## config.mk

```make
export PLATFORM = sky130hd
export DESIGN_NAME = acct_cordic
export DESIGN_NICKNAME = d
export VERILOG_FILES = /design/src/design/acct_pkg.sv /design/src/design/acct_cordic.sv
export SDC_FILE = /design/constraint.sdc
export NUM_CORES = 2
export LEC_CHECK = 0
export BUFFER_PORTS_ARGS = -buffer_cell sky130_fd_sc_hd__buf_2
export CAP_MARGIN = 20
export CORE_UTILIZATION = 60
export DETAILED_ROUTE_END_ITERATION = 6
export GPL_TIMING_DRIVEN = 1
export PLACE_DENSITY = 0.74
export SLEW_MARGIN = 5
export SYNTH_ARGS = -nofsm -noshare
export SYNTH_HDL_FRONTEND = slang
export SYNTH_SLANG_ARGS = --single-unit
export TNS_END_PERCENT = 1
```

## constraint.sdc

```tcl
create_clock -name clk -period 12.4 [get_ports clk]
set_input_delay 0.62 -clock clk [delete_from_list [all_inputs] [get_ports clk]]
set_output_delay 0.62 -clock clk [all_outputs]
set_load 0.01 [all_outputs]
```

## src/design/acct_pkg.sv

```systemverilog
// Package with shared constants, CORDIC angle table and types for the tilt-angle block.
package acct_pkg;

  localparam int AngleFracBitsDefault = 7;
  localparam int AccFrac = 16;
  localparam int CordicSteps = 18;
  // Sum of squares: up to 2^31, times 2^16 gives 48 bits; root is 24 bits.
  localparam int SqW = 48;
  localparam int RootW = 24;
  // CORDIC datapath width: x grows to about 1.65 * 2^24 with headroom.
  localparam int CW = 28;
  localparam int AccW = 24;

  typedef logic signed [CW-1:0] cval_t;
  typedef logic signed [AccW-1:0] acc_t;

  // Rounded atan(2^-i) in 2^-16 degree.
  function automatic acc_t atan_tab(input logic [4:0] i);
    acc_t r;
    r = '0;
    unique case (i)
      5'd0: r = 24'sd2949120;
      5'd1: r = 24'sd1740967;
      5'd2: r = 24'sd919879;
      5'd3: r = 24'sd466945;
      5'd4: r = 24'sd234379;
      5'd5: r = 24'sd117304;
      5'd6: r = 24'sd58666;
      5'd7: r = 24'sd29335;
      5'd8: r = 24'sd14668;
      5'd9: r = 24'sd7334;
      5'd10: r = 24'sd3667;
      5'd11: r = 24'sd1833;
      5'd12: r = 24'sd917;
      5'd13: r = 24'sd458;
      5'd14: r = 24'sd229;
      5'd15: r = 24'sd115;
      5'd16: r = 24'sd57;
      5'd17: r = 24'sd29;
      default: r = '0;
    endcase
    return r;
  endfunction

endpackage

```

## src/design/acct_cordic.sv

```systemverilog
// Pipelined vectoring CORDIC giving atan2(num, den) in output angle units, clamped.
module acct_cordic import acct_pkg::*; #(
  parameter int AngleFracBits = AngleFracBitsDefault
) (
  input  logic                 clk,
  input  logic                 en,
  input  logic signed [CW-1:0] num,
  input  logic        [RootW-1:0] den,
  output logic signed [CW-1:0] angle
);

  localparam int RShift = AccFrac - AngleFracBits;
  localparam logic signed [CW-1:0] Ninety = CW'(90) <<< AngleFracBits;

  cval_t xq [CordicSteps+1];
  cval_t yq [CordicSteps+1];
  logic signed [AccW+1:0] aq [CordicSteps+1];
  logic [1:0] sq [CordicSteps+1]; // special: bit1 zero num, bit0 zero den

  assign xq[0] = cval_t'({{(CW-RootW){1'b0}}, den});
  assign yq[0] = num;
  assign aq[0] = '0;
  assign sq[0] = {num == '0, den == '0};

  // One micro-rotation per stage.
  for (genvar i = 0; i < CordicSteps; i++) begin : g_rot
    always_ff @(posedge clk) begin
      if (en) begin
        if (!yq[i][CW-1]) begin
          xq[i+1] <= xq[i] + (yq[i] >>> i);
          yq[i+1] <= yq[i] - (xq[i] >>> i);
          aq[i+1] <= aq[i] + (AccW+2)'(atan_tab(5'(i)));
        end else begin
          xq[i+1] <= xq[i] - (yq[i] >>> i);
          yq[i+1] <= yq[i] + (xq[i] >>> i);
          aq[i+1] <= aq[i] - (AccW+2)'(atan_tab(5'(i)));
        end
        sq[i+1] <= sq[i];
      end
    end
  end

  // Num sign rides along in its own pipeline, taken from the original y sign.
  logic nsign [CordicSteps+1];
  assign nsign[0] = num[CW-1];
  for (genvar i = 0; i < CordicSteps; i++) begin : g_sign
    always_ff @(posedge clk) begin
      if (en) nsign[i+1] <= nsign[i];
    end
  end

  // Round, clamp and handle the degenerate cases.
  logic signed [AccW+1:0] rnd;
  logic signed [CW-1:0]   r;
  always_comb begin
    rnd = (aq[CordicSteps] + ((AccW+2)'(1) <<< (RShift-1))) >>> RShift;
    r   = CW'(rnd);
    if (r > Ninety) r = Ninety;
    if (r < -Ninety) r = -Ninety;
    priority if (sq[CordicSteps][1]) angle = '0;
    else if (sq[CordicSteps][0]) angle = nsign[CordicSteps] ? -Ninety : Ninety;
    else angle = r;
  end

endmodule

```

Word-level counts from Yosys, hierarchy flattened
Index checks and enable logic that the tools add are counted.

cells by class
  add/sub/neg operators = 100
  order comparisons = 2
  mux-type cells = 56
  reductions and logical operators = 2

operators with widths
  operator          count
  $mux W28          38
  $mux W26          18
  $add A28 B25 Y28  3
  $sub A28 B25 Y28  3
  $add A28 B13 Y28  2
  $add A28 B14 Y28  2
  $add A28 B15 Y28  2
  $add A28 B16 Y28  2
  $add A28 B17 Y28  2
  $add A28 B18 Y28  2
  $add A28 B19 Y28  2
  $add A28 B20 Y28  2
  $add A28 B21 Y28  2
  $add A28 B22 Y28  2
  $add A28 B23 Y28  2
  $add A28 B24 Y28  2
  $add A28 B26 Y28  2
  $add A28 B27 Y28  2
  $sub A28 B13 Y28  2
  $sub A28 B14 Y28  2
  $sub A28 B15 Y28  2
  $sub A28 B16 Y28  2
  $sub A28 B17 Y28  2
  $sub A28 B18 Y28  2
  49 further kinds  58

storage, ports and cells
  flip-flop bits (word level) = 1446
  input bits = 54
  logic and storage cells = 247

Longest topological paths before layout
  depth after elaboration = 7
  gate-level depth with buffers = 20
  mapped depth without buffers = 20

Least setup slack after synthesis
OpenSTA, ideal clock, no wires.

  path type = register to output
  start point = register aq[10] (netlist bit)
  end point = output angle[17]
  arrival time = 3941 ps
  setup slack = 7839 ps
  stages on the path, launching flop included = 19
  path buffers = 3
  cell sequence = edfxtp_1 -> nand3_1 -> nor2_1 -> and3_1 -> clkbuf_1 -> nand3_1 -> xor2_1 -> nand2_1 -> a21boi_0 -> o21ai_0 -> ha_1 -> clkbuf_1 -> nand2b_1 -> nor3_1 -> o21ai_0 -> nand4_1 -> ha_1 -> a21boi_0 -> buf_4

on the way
  longest elaborated chain between the ends = 7

RTL lines
  element                           RTL line           source
  start: declaration                acct_cordic.sv:17  logic signed [AccW+1:0] aq [CordicSteps+1];
  start signal: indexed assignment  acct_cordic.sv:32  aq[i+1] <= aq[i] + (AccW+2)'(atan_tab(5'(i)));
  start signal: indexed assignment  acct_cordic.sv:36  aq[i+1] <= aq[i] - (AccW+2)'(atan_tab(5'(i)));
  $add A26 B10 Y26 (*)              acct_cordic.sv:56  rnd = (aq[CordicSteps] + ((AccW+2)'(1) <<< (RShift-1))) >>> RShift;
  $gt A17 B15 Y1                    acct_cordic.sv:58  if (r > Ninety) r = Ninety;
  $mux W28 (*)                      acct_cordic.sv:58
  $lt A28 B15 Y1                    acct_cordic.sv:59  if (r < -Ninety) r = -Ninety;
  $mux W28 (*)                      acct_cordic.sv:59
  $mux W28 (*)                      acct_cordic.sv:61  else if (sq[CordicSteps][0]) angle = nsign[CordicSteps] ? -Ninety : Ninety;
  $mux W28 (*)                      acct_cordic.sv:60  priority if (sq[CordicSteps][1]) angle = '0;
  end: declaration                  acct_cordic.sv:9   output logic signed [CW-1:0] angle

Every way passes the cells marked *; elsewhere a longest branch is shown, timed or not.

Worst setup path in the final report
  start point = register aq[10] (netlist bit)
  end point = output angle[3]

Same word-level chain as after synthesis.

==> metrics.cfg <==
[sta]
tns_ns=0
max_freq_ghz=0.180
rsz0062_at_grt=false
timing_max_transition_violations_final=0
hold_viol=0
min_period_ns=5.56
slew_headroom=0.244
fin_crit_sh=0.448
tightest_slew_ns=1.13
setup_viol=0
clock_skew_ns=0.0249

[setup_path]
crit_type=reg -> out
crit_buf_inv=1
critPathLaunchType=flip-flop
slowest_delay_ns=0.53
worst_ep_arrival_time_ns=4.94
crit_chain=nand3_1, nor2_1, nand3_1, nor2_1, nand3_1, xor2_1, a21boi_0, o21ai_0, ha_1, nand2b_1, nor3_1, o21ai_0, nand4_1, ha_1, a2111o_1, nor2_1, buf_2
cpMaxStageDelayCell=a2111o_1
critPathTopFamily=simple AND/OR/NAND/NOR gates
critPathCaptureType=output port
worstPathRequired_ns=11.78
critPathMaxFanout=9

[clocking]
cts_root_buf=clkbuf_16
htreeDepth=4
numClockSinks=1339
postCtsSetupBuffers=0
worstSkewPairLatency_ns=0.83
cts_made_buffers=159
cts_tree=done
cts_buffer_depth=3
cts-resized-gates=0
cts.clk_slew.worst_paths_ns=0.06
hold_buffers=0

[routing]
drtIter0Drc=7085
drc=1
ant_nets=0
drt_first_pass_iters=7
wirelength_um=281000
wl_per_cell_um=19.6
vias=88138
routed_via_density=6.14

[yosys]
yosys_warnings=0
yosysMostFrequentCell=edfxtp_1
synth.ff_latch_count=1339
synth-main-ff-cell=edfxtp_1
synthesis.nets=13054
synth_area_mm2=0.112
synthArstFlopShare=0
ys_top_cells_by_count=1339 x edfxtp_1, 1319 x ha_1, 1197 x a21oi_1, 1107 x nor2_1, 1060 x xnor2_1
synth_area_leaders=edfxtp_1 36%, ha_1 15%, xnor2_1 8.3%, a21oi_1 5.3%, xor2_1 4.7%
synth_top_area_share=0.358
synth_area_leader_cell=edfxtp_1
synth.yosys.seq_area_share=0.358
syn_inst=11636
synth_edf_count=1339
syn_avg_cell_area_um2=9.65
synth_cell_types=105

[run_status]
run_status=complete, but fails checks
violations=DRC

[final_layout]
nets=13154
area_delta_synth_final_pct=7.49
num_antenna_cells=0
final_util=0.651
drive_gt1_frac=0.0437

[placed_design]
port_buffers=81
hpwlAfterDp_um=219000
gp_congestion=0.994

[grt]
grt_pass1_vias=85199
grt_usage=0.291
grt_max_degree=174
grt-ovfl-total=0
grt_pass1_wl_um=449000
antenna_found_initial=6

[die]
die-width_um=435
die-area_mm2=0.189
floorplan.initialDensity=0.605
pin_count=82
core-area_mm2=0.186
dieHeight_um=435
rows=158

[flow_run]
cap_violations=0

[hold_path]
hold_class=in -> reg

==> per-layer routing <==
layer	GRT usage	vias up	part of all wire
met4	0.0890	6	0.029
met2	0.483	2374	0.47
met1	0.393	42092	0.45
li1	-	43201	-
met5	0	-	0.00017
met3	0.0393	465	0.055
==> cell usage in the layout, fill, tap and decap left out, types with 43 or more instances in the layout <==
cell type and count:
and2_1 71, a211oi_1 71, and3_1 126, fa_1 45, a21oi_1 1197, nand2b_1 172
or3_1 64, nor2b_1 191, a21o_1 530, nand2_1 522, buf_2 80, nor3_1 314
xor2_1 606, o31ai_1 49, nor4_1 101, o21bai_1 186, nand3_1 165, o41ai_1 49
o21ai_1 83, nor2_1 1107, ha_1 1319, o21a_1 193, xnor2_1 1060, edfxtp_1 1339
o21ai_0 455, o211ai_1 43, clkbuf_16 160, inv_1 539, nand4_1 73, a31oi_1 125
==> worst register-to-register path, stage by stage (launching register included) <==
cell and delay (ns):
edfxtp_1 0.32, buf_4 0.49, clkinv_1 0.77, o41ai_1 0.43, o21ai_0 0.26, xor2_1 0.20
ha_1 0.33, a211oi_1 0.26, o21ai_0 0.14, a31oi_1 0.24, a21oi_1 0.14, a2111oi_2 0.56
a21oi_1 0.22, a311oi_1 0.33, o21bai_1 0.11, xor2_1 0.14
==> metrics by stage <==
| step | hold slack (ns) | setup slack [ns] | instance area (um^2) | std cells |
|---|---|---|---|---|
| CTS | 0.131 | 6.82 | 121000 | 14343 |
| global placement | 0.400 | 7.52 | 115000 | 14053 |
| global route | 0.161 | 6.39 | 121000 | 14345 |
| detailed placement | 0.405 | 7.35 | 115000 | 14053 |
| finish | 0.187 | 6.84 | 121000 | 14345 |
| floorplan | 0.400 | 7.84 | 112000 | 11636 |
==> flip-flops by register name (all words and copies together), names as in the netlist <==
| name | flops |
|---|---|
| xq | 432 |
| yq | 448 |
| nsign | 17 |
| sq | 36 |
| aq | 406 |
==> logic make-up (layout without fill, tap and decap cells) <==
group	after synthesis	count (layout)	synth area share
buf+inv	724	953	0.0246
compound gates	3377	3377	0.192
xor+xnor	1666	1666	0.130
fa+ha+maj	1364	1364	0.155
flops	1339	1339	0.358
simple gates	3091	3091	0.133
mux	75	75	0.00712
==> layout make-up <==
class / count / area [um^2]
multi-input combinational: 9573 / 69400
fill: 14927 / 64900
sequential: 1339 / 40200
clock buffer: 188 / 4110
tap: 2480 / 3100
inverter: 547 / 2050
clock inverter: 102 / 1140
timing repair buffer: 116 / 773
==> final timing paths <==
path,startpoint,endpoint,slack (ns),depth (start not counted)
max,aq[10],angle[3],6.84,17
min,num[26],yq[502],0.19,2
max reg2reg,yq[503],yq[473],7.20,15
min reg2reg,aq[339],aq[313],0.40,0
Power is left out: the tool's default activity adds up to more than one toggle a clock period on the data nets, which glitch-free logic cannot reach.
