`src/design/acct_pkg.sv`:
```
// Package with shared constants, CORDIC angle table and types for the tilt-angle block.
package acct_pkg;

  localparam int AngleFracBitsDefault = 7;
  localparam int AccFrac = 16;
  localparam int CordicSteps = 18;
  // Sum of squares: up to 2^31, times 2^16 gives 48 bits; root is 24 bits.
  localparam int SqW = 48;
  localparam int RootW = 24;
  // CORDIC datapath width: x grows to about 1.65 * 2^24 with headroom.
  localparam int CW = 28;
  localparam int AccW = 24;

  typedef logic signed [CW-1:0] cval_t;
  typedef logic signed [AccW-1:0] acc_t;

  // Rounded atan(2^-i) in 2^-16 degree.
  function automatic acc_t atan_tab(input logic [4:0] i);
    acc_t r;
    r = '0;
    unique case (i)
      5'd0: r = 24'sd2949120;
      5'd1: r = 24'sd1740967;
      5'd2: r = 24'sd919879;
      5'd3: r = 24'sd466945;
      5'd4: r = 24'sd234379;
      5'd5: r = 24'sd117304;
      5'd6: r = 24'sd58666;
      5'd7: r = 24'sd29335;
      5'd8: r = 24'sd14668;
      5'd9: r = 24'sd7334;
      5'd10: r = 24'sd3667;
      5'd11: r = 24'sd1833;
      5'd12: r = 24'sd917;
      5'd13: r = 24'sd458;
      5'd14: r = 24'sd229;
      5'd15: r = 24'sd115;
      5'd16: r = 24'sd57;
      5'd17: r = 24'sd29;
      default: r = '0;
    endcase
    return r;
  endfunction

endpackage

```
`src/design/acct_isqrt.sv`:
```
// Pipelined floor square root, one result bit per stage, with an enable for stalls.
module acct_isqrt import acct_pkg::*; #(
  parameter int InW = SqW,
  parameter int OutW = InW / 2,
  parameter int TagW = 1
) (
  input  logic            clk,
  input  logic            en,
  input  logic [InW-1:0]  din,
  input  logic [TagW-1:0] tag_in,
  output logic [OutW-1:0] root,
  output logic [InW-1:0]  rem,
  output logic [TagW-1:0] tag_out
);

  // Stage k decides root bit OutW-1-k by restoring subtraction.
  logic [InW-1:0]  rad_q  [OutW+1];
  logic [OutW-1:0] root_q [OutW+1];
  logic [InW-1:0]  rem_q  [OutW+1];
  logic [TagW-1:0] tag_q  [OutW+1];

  assign rad_q[0]  = din;
  assign root_q[0] = '0;
  assign rem_q[0]  = '0;
  assign tag_q[0]  = tag_in;

  for (genvar k = 0; k < OutW; k++) begin : g_stage
    logic [InW+1:0] rem_sh;
    logic [InW+1:0] trial;
    logic           fits;
    always_comb begin
      rem_sh = {rem_q[k], rad_q[k][InW-1 -: 2]};
      trial  = {{(InW+2-OutW-2){1'b0}}, root_q[k], 2'b01};
      fits   = rem_sh >= trial;
    end
    always_ff @(posedge clk) begin
      if (en) begin
        rad_q[k+1]  <= {rad_q[k][InW-3:0], 2'b00};
        root_q[k+1] <= {root_q[k][OutW-2:0], fits};
        rem_q[k+1]  <= fits ? InW'(rem_sh - trial) : InW'(rem_sh);
        tag_q[k+1]  <= tag_q[k];
      end
    end
  end

  assign root    = root_q[OutW];
  assign rem     = rem_q[OutW];
  assign tag_out = tag_q[OutW];

endmodule

```
`config.mk`:
```
export PLATFORM = sky130hd
export DESIGN_NAME = acct_isqrt
export DESIGN_NICKNAME = d
export VERILOG_FILES = /design/src/design/acct_pkg.sv /design/src/design/acct_isqrt.sv
export SDC_FILE = /design/constraint.sdc
export NUM_CORES = 2
export LEC_CHECK = 0
export BUFFER_PORTS_ARGS = -buffer_cell sky130_fd_sc_hd__buf_2
export CORE_MARGIN = 2
export CORE_UTILIZATION = 55
export CTS_CLUSTER_DIAMETER = 50
export CTS_CLUSTER_SIZE = 14
export DETAILED_ROUTE_END_ITERATION = 7
export PLACE_DENSITY_LB_ADDON = 0.3
export SYNTH_ARGS = -nofsm -noshare
export SYNTH_HDL_FRONTEND = slang
export SYNTH_SLANG_ARGS = --single-unit
export TNS_END_PERCENT = 30
```
`constraint.sdc`:
```
create_clock -name clk -period 4 [get_ports clk]
set_input_delay 0 -clock clk [delete_from_list [all_inputs] [get_ports clk]]
set_output_delay 0 -clock clk [all_outputs]
set_load 0.05 [all_outputs]
```
# Yosys cells after proc, flatten, opt, wreduce, memory -nomap -nowiden

Index checks and enable logic that the tools add are counted.

Bits in registers: 1983
Bits of input ports: 51
Output and inout port bits: 73
Word-level logic and storage cells: 168

Add/sub/neg operators: 24
Order comparisons: 24
Mux-type cells: 24

Operator list:

| cell                                         | count |
|---|---|
| 2-to-1 mux 48 bit                            | 23 |
| greater-or-equal comparator 50 x 10 -> 1 bit | 1 |
| greater-or-equal comparator 50 x 11 -> 1 bit | 1 |
| greater-or-equal comparator 50 x 12 -> 1 bit | 1 |
| greater-or-equal comparator 50 x 13 -> 1 bit | 1 |
| greater-or-equal comparator 50 x 14 -> 1 bit | 1 |
| greater-or-equal comparator 50 x 15 -> 1 bit | 1 |
| greater-or-equal comparator 50 x 16 -> 1 bit | 1 |
| greater-or-equal comparator 50 x 17 -> 1 bit | 1 |
| greater-or-equal comparator 50 x 18 -> 1 bit | 1 |
| greater-or-equal comparator 50 x 19 -> 1 bit | 1 |
| greater-or-equal comparator 50 x 20 -> 1 bit | 1 |
| greater-or-equal comparator 50 x 21 -> 1 bit | 1 |
| greater-or-equal comparator 50 x 22 -> 1 bit | 1 |
| greater-or-equal comparator 50 x 23 -> 1 bit | 1 |
| greater-or-equal comparator 50 x 24 -> 1 bit | 1 |
| greater-or-equal comparator 50 x 25 -> 1 bit | 1 |
| greater-or-equal comparator 50 x 3 -> 1 bit  | 1 |
| greater-or-equal comparator 50 x 4 -> 1 bit  | 1 |
| greater-or-equal comparator 50 x 5 -> 1 bit  | 1 |
| greater-or-equal comparator 50 x 6 -> 1 bit  | 1 |
| greater-or-equal comparator 50 x 7 -> 1 bit  | 1 |
| greater-or-equal comparator 50 x 8 -> 1 bit  | 1 |
| greater-or-equal comparator 50 x 9 -> 1 bit  | 1 |
| other kinds (26)                             | 26 |

# Longest topological paths before layout

Word-level depth: 2
Depth in mapped cells: 14

# Worst setup path after synthesis

Ideal clock, no wire load.

Path type: reg2reg
Start: register rem_q (netlist bit g_stage[13].rem_sh[11])
End: register rem_q (netlist bit g_stage[14].rem_sh[48]), data pin
Arrival: 3161 ps
Data required time: 3742 ps
Setup slack: 581 ps
Stages on the path, launching flop included: 12
Path buffers: 1
Clock period less this slack: 3419 ps
Cells stage by stage: edfxtp_1 -> ha_1 -> nand2_1 -> or3_1 -> or4_1 -> and4_1 -> nor2b_1 -> and3_1 -> a2111oi_0 -> buf_2 -> nand4b_1 -> xnor2_1

Word-level cells in the longest chain between the ends: 2

Ends and longest elaborated chain:

| what                                                                                                | RTL line                           | source |
|---|---|---|
| start, declared                                                                                     | acct_isqrt.sv:19                   | `logic [InW-1:0] rem_q [OutW+1];` |
| start signal, assigned by index                                                                     | acct_isqrt.sv:40                   | `rem_q[k+1] <= fits ? InW'(rem_sh - trial) : InW'(rem_sh);` |
| subtractor 48 x 15 -> 48 bit / greater-or-equal comparator 50 x 15 -> 1 bit (equally long branches) | acct_isqrt.sv:40, acct_isqrt.sv:34 |  |
| 2-to-1 mux 48 bit (*)                                                                               | acct_isqrt.sv:40                   |  |

Every way passes the cells marked *; elsewhere a longest branch is shown, timed or not.
A chain may end at the register's enable or synchronous reset.

# Final worst setup path

Start: register rem_q (netlist bit g_stage[20].rem_sh[13])
End: register rem_q (netlist bit g_stage[21].rem_sh[28]), data pin

Word-level cells in the longest chain between the ends: 2

Ends and longest elaborated chain:

| what                                                                                                | RTL line |
|---|---|
| subtractor 48 x 22 -> 48 bit / greater-or-equal comparator 50 x 22 -> 1 bit (equally long branches) | acct_isqrt.sv:40, acct_isqrt.sv:34 |
| 2-to-1 mux 48 bit (*)                                                                               | acct_isqrt.sv:40 |

Marks and branches as above.

==> out/metrics.csv <==
stage;metric;value;unit
status;outcome;finished, final reports clean;
power;peakVddDrop;0.505;mV
power;power.density;520;mW/mm^2
cells_and_area;layout_common_cells;edfxtp_1, nor2_1, xor2_1;
sta;hold_ws;0.291;ns
worst_setup_path;rrSetupSlack;0.08;ns
worst_setup_path;crit_arrival;4.50;ns
synth;ys.flop_type;edfxtp_1;
detailed_routing;viasPerCell;5.73;
worst_setup_path;cp_max_fo;5;
power;power.leakage;38.1;nW
synth;yosys_warnings;0;
worst_setup_path;critical_path_class;reg -> reg;
worst_setup_path;crit_end;g_stage[21].rem_sh[28];
die;rows;150;
detailed_routing;routedWlPerCell;19.1;um
synth;synthCells;7192;
sta;worst_slew_pin_slew;0.949;ns
flow_run;maxCapViolations;0;
cells_and_area;area_delta_synth_final;12.2;%
worst_hold_path;min_path_type;in -> reg;
global_route;gr-total-overflow;0;
cells_and_area;drive_gt1_frac;0.0902;
worst_setup_path;start_kind;flop;
sta;hold_viol;0;
clock_tree;insertion_delay;0.83;ns
clock_tree;cts_tree;built;
synth;ys_async_sr_fraction;0;
global_route;grt_use_total;0.221;
global_route;grt_pass1_vias;55200;
synth;synthDistinctLibCells;90;
worst_setup_path;crit_start;g_stage[20].rem_sh[13];
clock_tree;cts_root_buffer;clkbuf_16;
placed_design;dp_hpwl;137000;um
synth;syn_avg_cell_area;12.8;um^2
detailed_routing;drt_iter0_markers;4662;
synth;synth-seq-cells;1950;
clock_tree;htreeDepth;4;
clock_tree;cts_inserted_buffers;188;
sta;min_period_over_period;0.980;
cells_and_area;final_common_cell;edfxtp_1;
clock_tree;cts_sinks;1950;
sta;tns;0;ns
synth;synth_nets;7571;
die;die-area;0.171;mm^2
sta;report.final.slew_viol_count;0;
global_route;antenna_found_initial;6;
global_route;grt_pass1_wl;299000;um
sta;min_period;3.92;ns
placed_design;numPortBuffers;123;
synth;synth_edf_count;1950;
global_route;grt_max_degree;145;
synth;netlist_area;0.0920;mm^2
clock_tree;clk_pin_slew;0.07;ns
worst_setup_path;r2r_cells;9;
clock_tree;clock_path_buffers;3;
die;fp.dieH;413;um
placed_design;gp_congestion;0.938;
sta;slew_headroom;0.368;
sta;finClkSkew;0.0462;ns
die;dieWidth;413;um
worst_setup_path;worstSetupEndpointType;flop;
sta;grt_setup_unrepaired;no;
die;core;0.167;mm^2
sta;max_freq;255;MHz
detailed_routing;drtPass1Iterations;6;
detailed_routing;vias;57000;
detailed_routing;antenna_left;0;
die;start_util;0.552;
detailed_routing;wl;189000;um
cells_and_area;n_antenna_cell;0;
cells_and_area;final_nets;7995;
synth;seq_area_frac_synth;0.637;
worst_setup_path;r2r_start;g_stage[20].rem_sh[13];
die;ios;124;
detailed_routing;drc_errors;0;
sta;setup_violations;0;
worst_setup_path;worstPathRequired;4.58;ns
worst_setup_path;r2r_end;g_stage[21].rem_sh[28];
## sequential cells by signal, indices dropped and copies added (netlist names)
| name | count |
|---|---|
| g_stage.rem_sh | 1072 |
| g_stage.trial | 276 |
| rad_q | 506 |
| rem | 48 |
| root | 24 |
| tag_out | 1 |
| tag_q | 23 |
## cell usage after synthesis (all sizes together), types with 38 or more instances
cell type / n / share of area
a21o: 121 / 0.0099
a21oi: 359 / 0.020
buf: 42 / 0.0023
clkbuf: 94 / 0.0038
edfxtp: 1950 / 0.64
ha: 328 / 0.045
inv: 411 / 0.017
mux2: 47 / 0.0058
nand2: 468 / 0.019
nand2b: 107 / 0.0073
nand3: 127 / 0.0071
nand3b: 38 / 0.0031
nand4: 58 / 0.0039
nor2: 562 / 0.023
nor2b: 53 / 0.0036
nor3: 267 / 0.015
nor4: 191 / 0.014
o21a: 74 / 0.0060
o21ai: 283 / 0.015
o31ai: 49 / 0.0040
or2: 43 / 0.0029
or3: 125 / 0.0086
or4: 98 / 0.0082
xnor2: 387 / 0.037
xor2: 508 / 0.048
## per-stage QoR
step | setup WS [ns] | utilization | cell area (um^2) | instances | total power, mW
6_report | 0.0787 | 0.619 | 103000 | 9933 | 53.6
5_1_grt | 0.00260 | 0.619 | 103000 | 9933 | 56.0
4_1_cts | 0.187 | 0.619 | 103000 | 9933 | 54.0
3_5_place_dp | 0.245 | 0.577 | 96200 | 9530 | 36.3
3_3_place_gp | 0.305 | 0.577 | 96200 | 9530 | 36.2
2_1_floorplan | 0.581 | - | 92000 | 7192 | 33.3
## worst max-delay path: stages (launching register included)
cell and delay, ns:
edfxtp_1 0.40, ha_1 0.37, a21oi_1 0.26, o21ai_0 0.17
a2111oi_0 0.53, o221ai_1 0.20, o21ai_0 0.57, or3b_2 0.55
or3b_2 0.48, xnor2_1 0.13
## metal layers
| layer | part of all wire | track usage |
|---|---|---|
| met1 | 0.44 | 0.306 |
| met2 | 0.48 | 0.367 |
| met3 | 0.054 | 0.0327 |
| met4 | 0.021 | 0.0616 |
| met5 | 0.000069 | 0 |
## timing repair
item                                   CTS  global route
setup endpoints to repair                0            34
resized for setup                        0             7
endpoints found under the hold margin  470             0
hold buffers                           100             0
setup buffers                            0             0
## cell type report
type / instances / area, um^2
sequential: 1950 / 58600
clock inverter: 94 / 1130
inverter: 413 / 1550
clock buffer: 209 / 4870
multi-input combinational: 4693 / 31400
timing repair buffer: 370 / 2950
tap: 2204 / 2760
fill: 12600 / 63500
## worst min-delay path by stage
stage             from                    to  cells after the start
6_report            en  g_stage[2].rem_sh[6]                      2
5_1_grt             en  g_stage[2].rem_sh[7]                      2
4_1_cts             en  g_stage[2].rem_sh[5]                      2
3_5_place_dp   din[23]           rad_q[1129]                      1
3_3_place_gp    din[0]           rad_q[1106]                      1
2_1_floorplan  din[44]  g_stage[1].rem_sh[0]                      0
## cells by family after synthesis
group,synth area share
buf+inv,0.0230
compound gates,0.0762
other cells,0.0000408
xor+xnor,0.0852
flops,0.637
simple gates,0.128
mux,0.00630
fa+ha+maj,0.0446
## report_power, final
| part | switching, mW | leakage [nW] | internal, mW | total, mW |
|---|---|---|---|---|
| Combinational | 5.45 | 16.4 | 3.75 | 9.20 |
| Clock | 7.68 | 2.93 | 9.79 | 17.5 |
| Sequential | 1.65 | 18.8 | 25.3 | 27.0 |
Power figures use the tool's default switching activity.
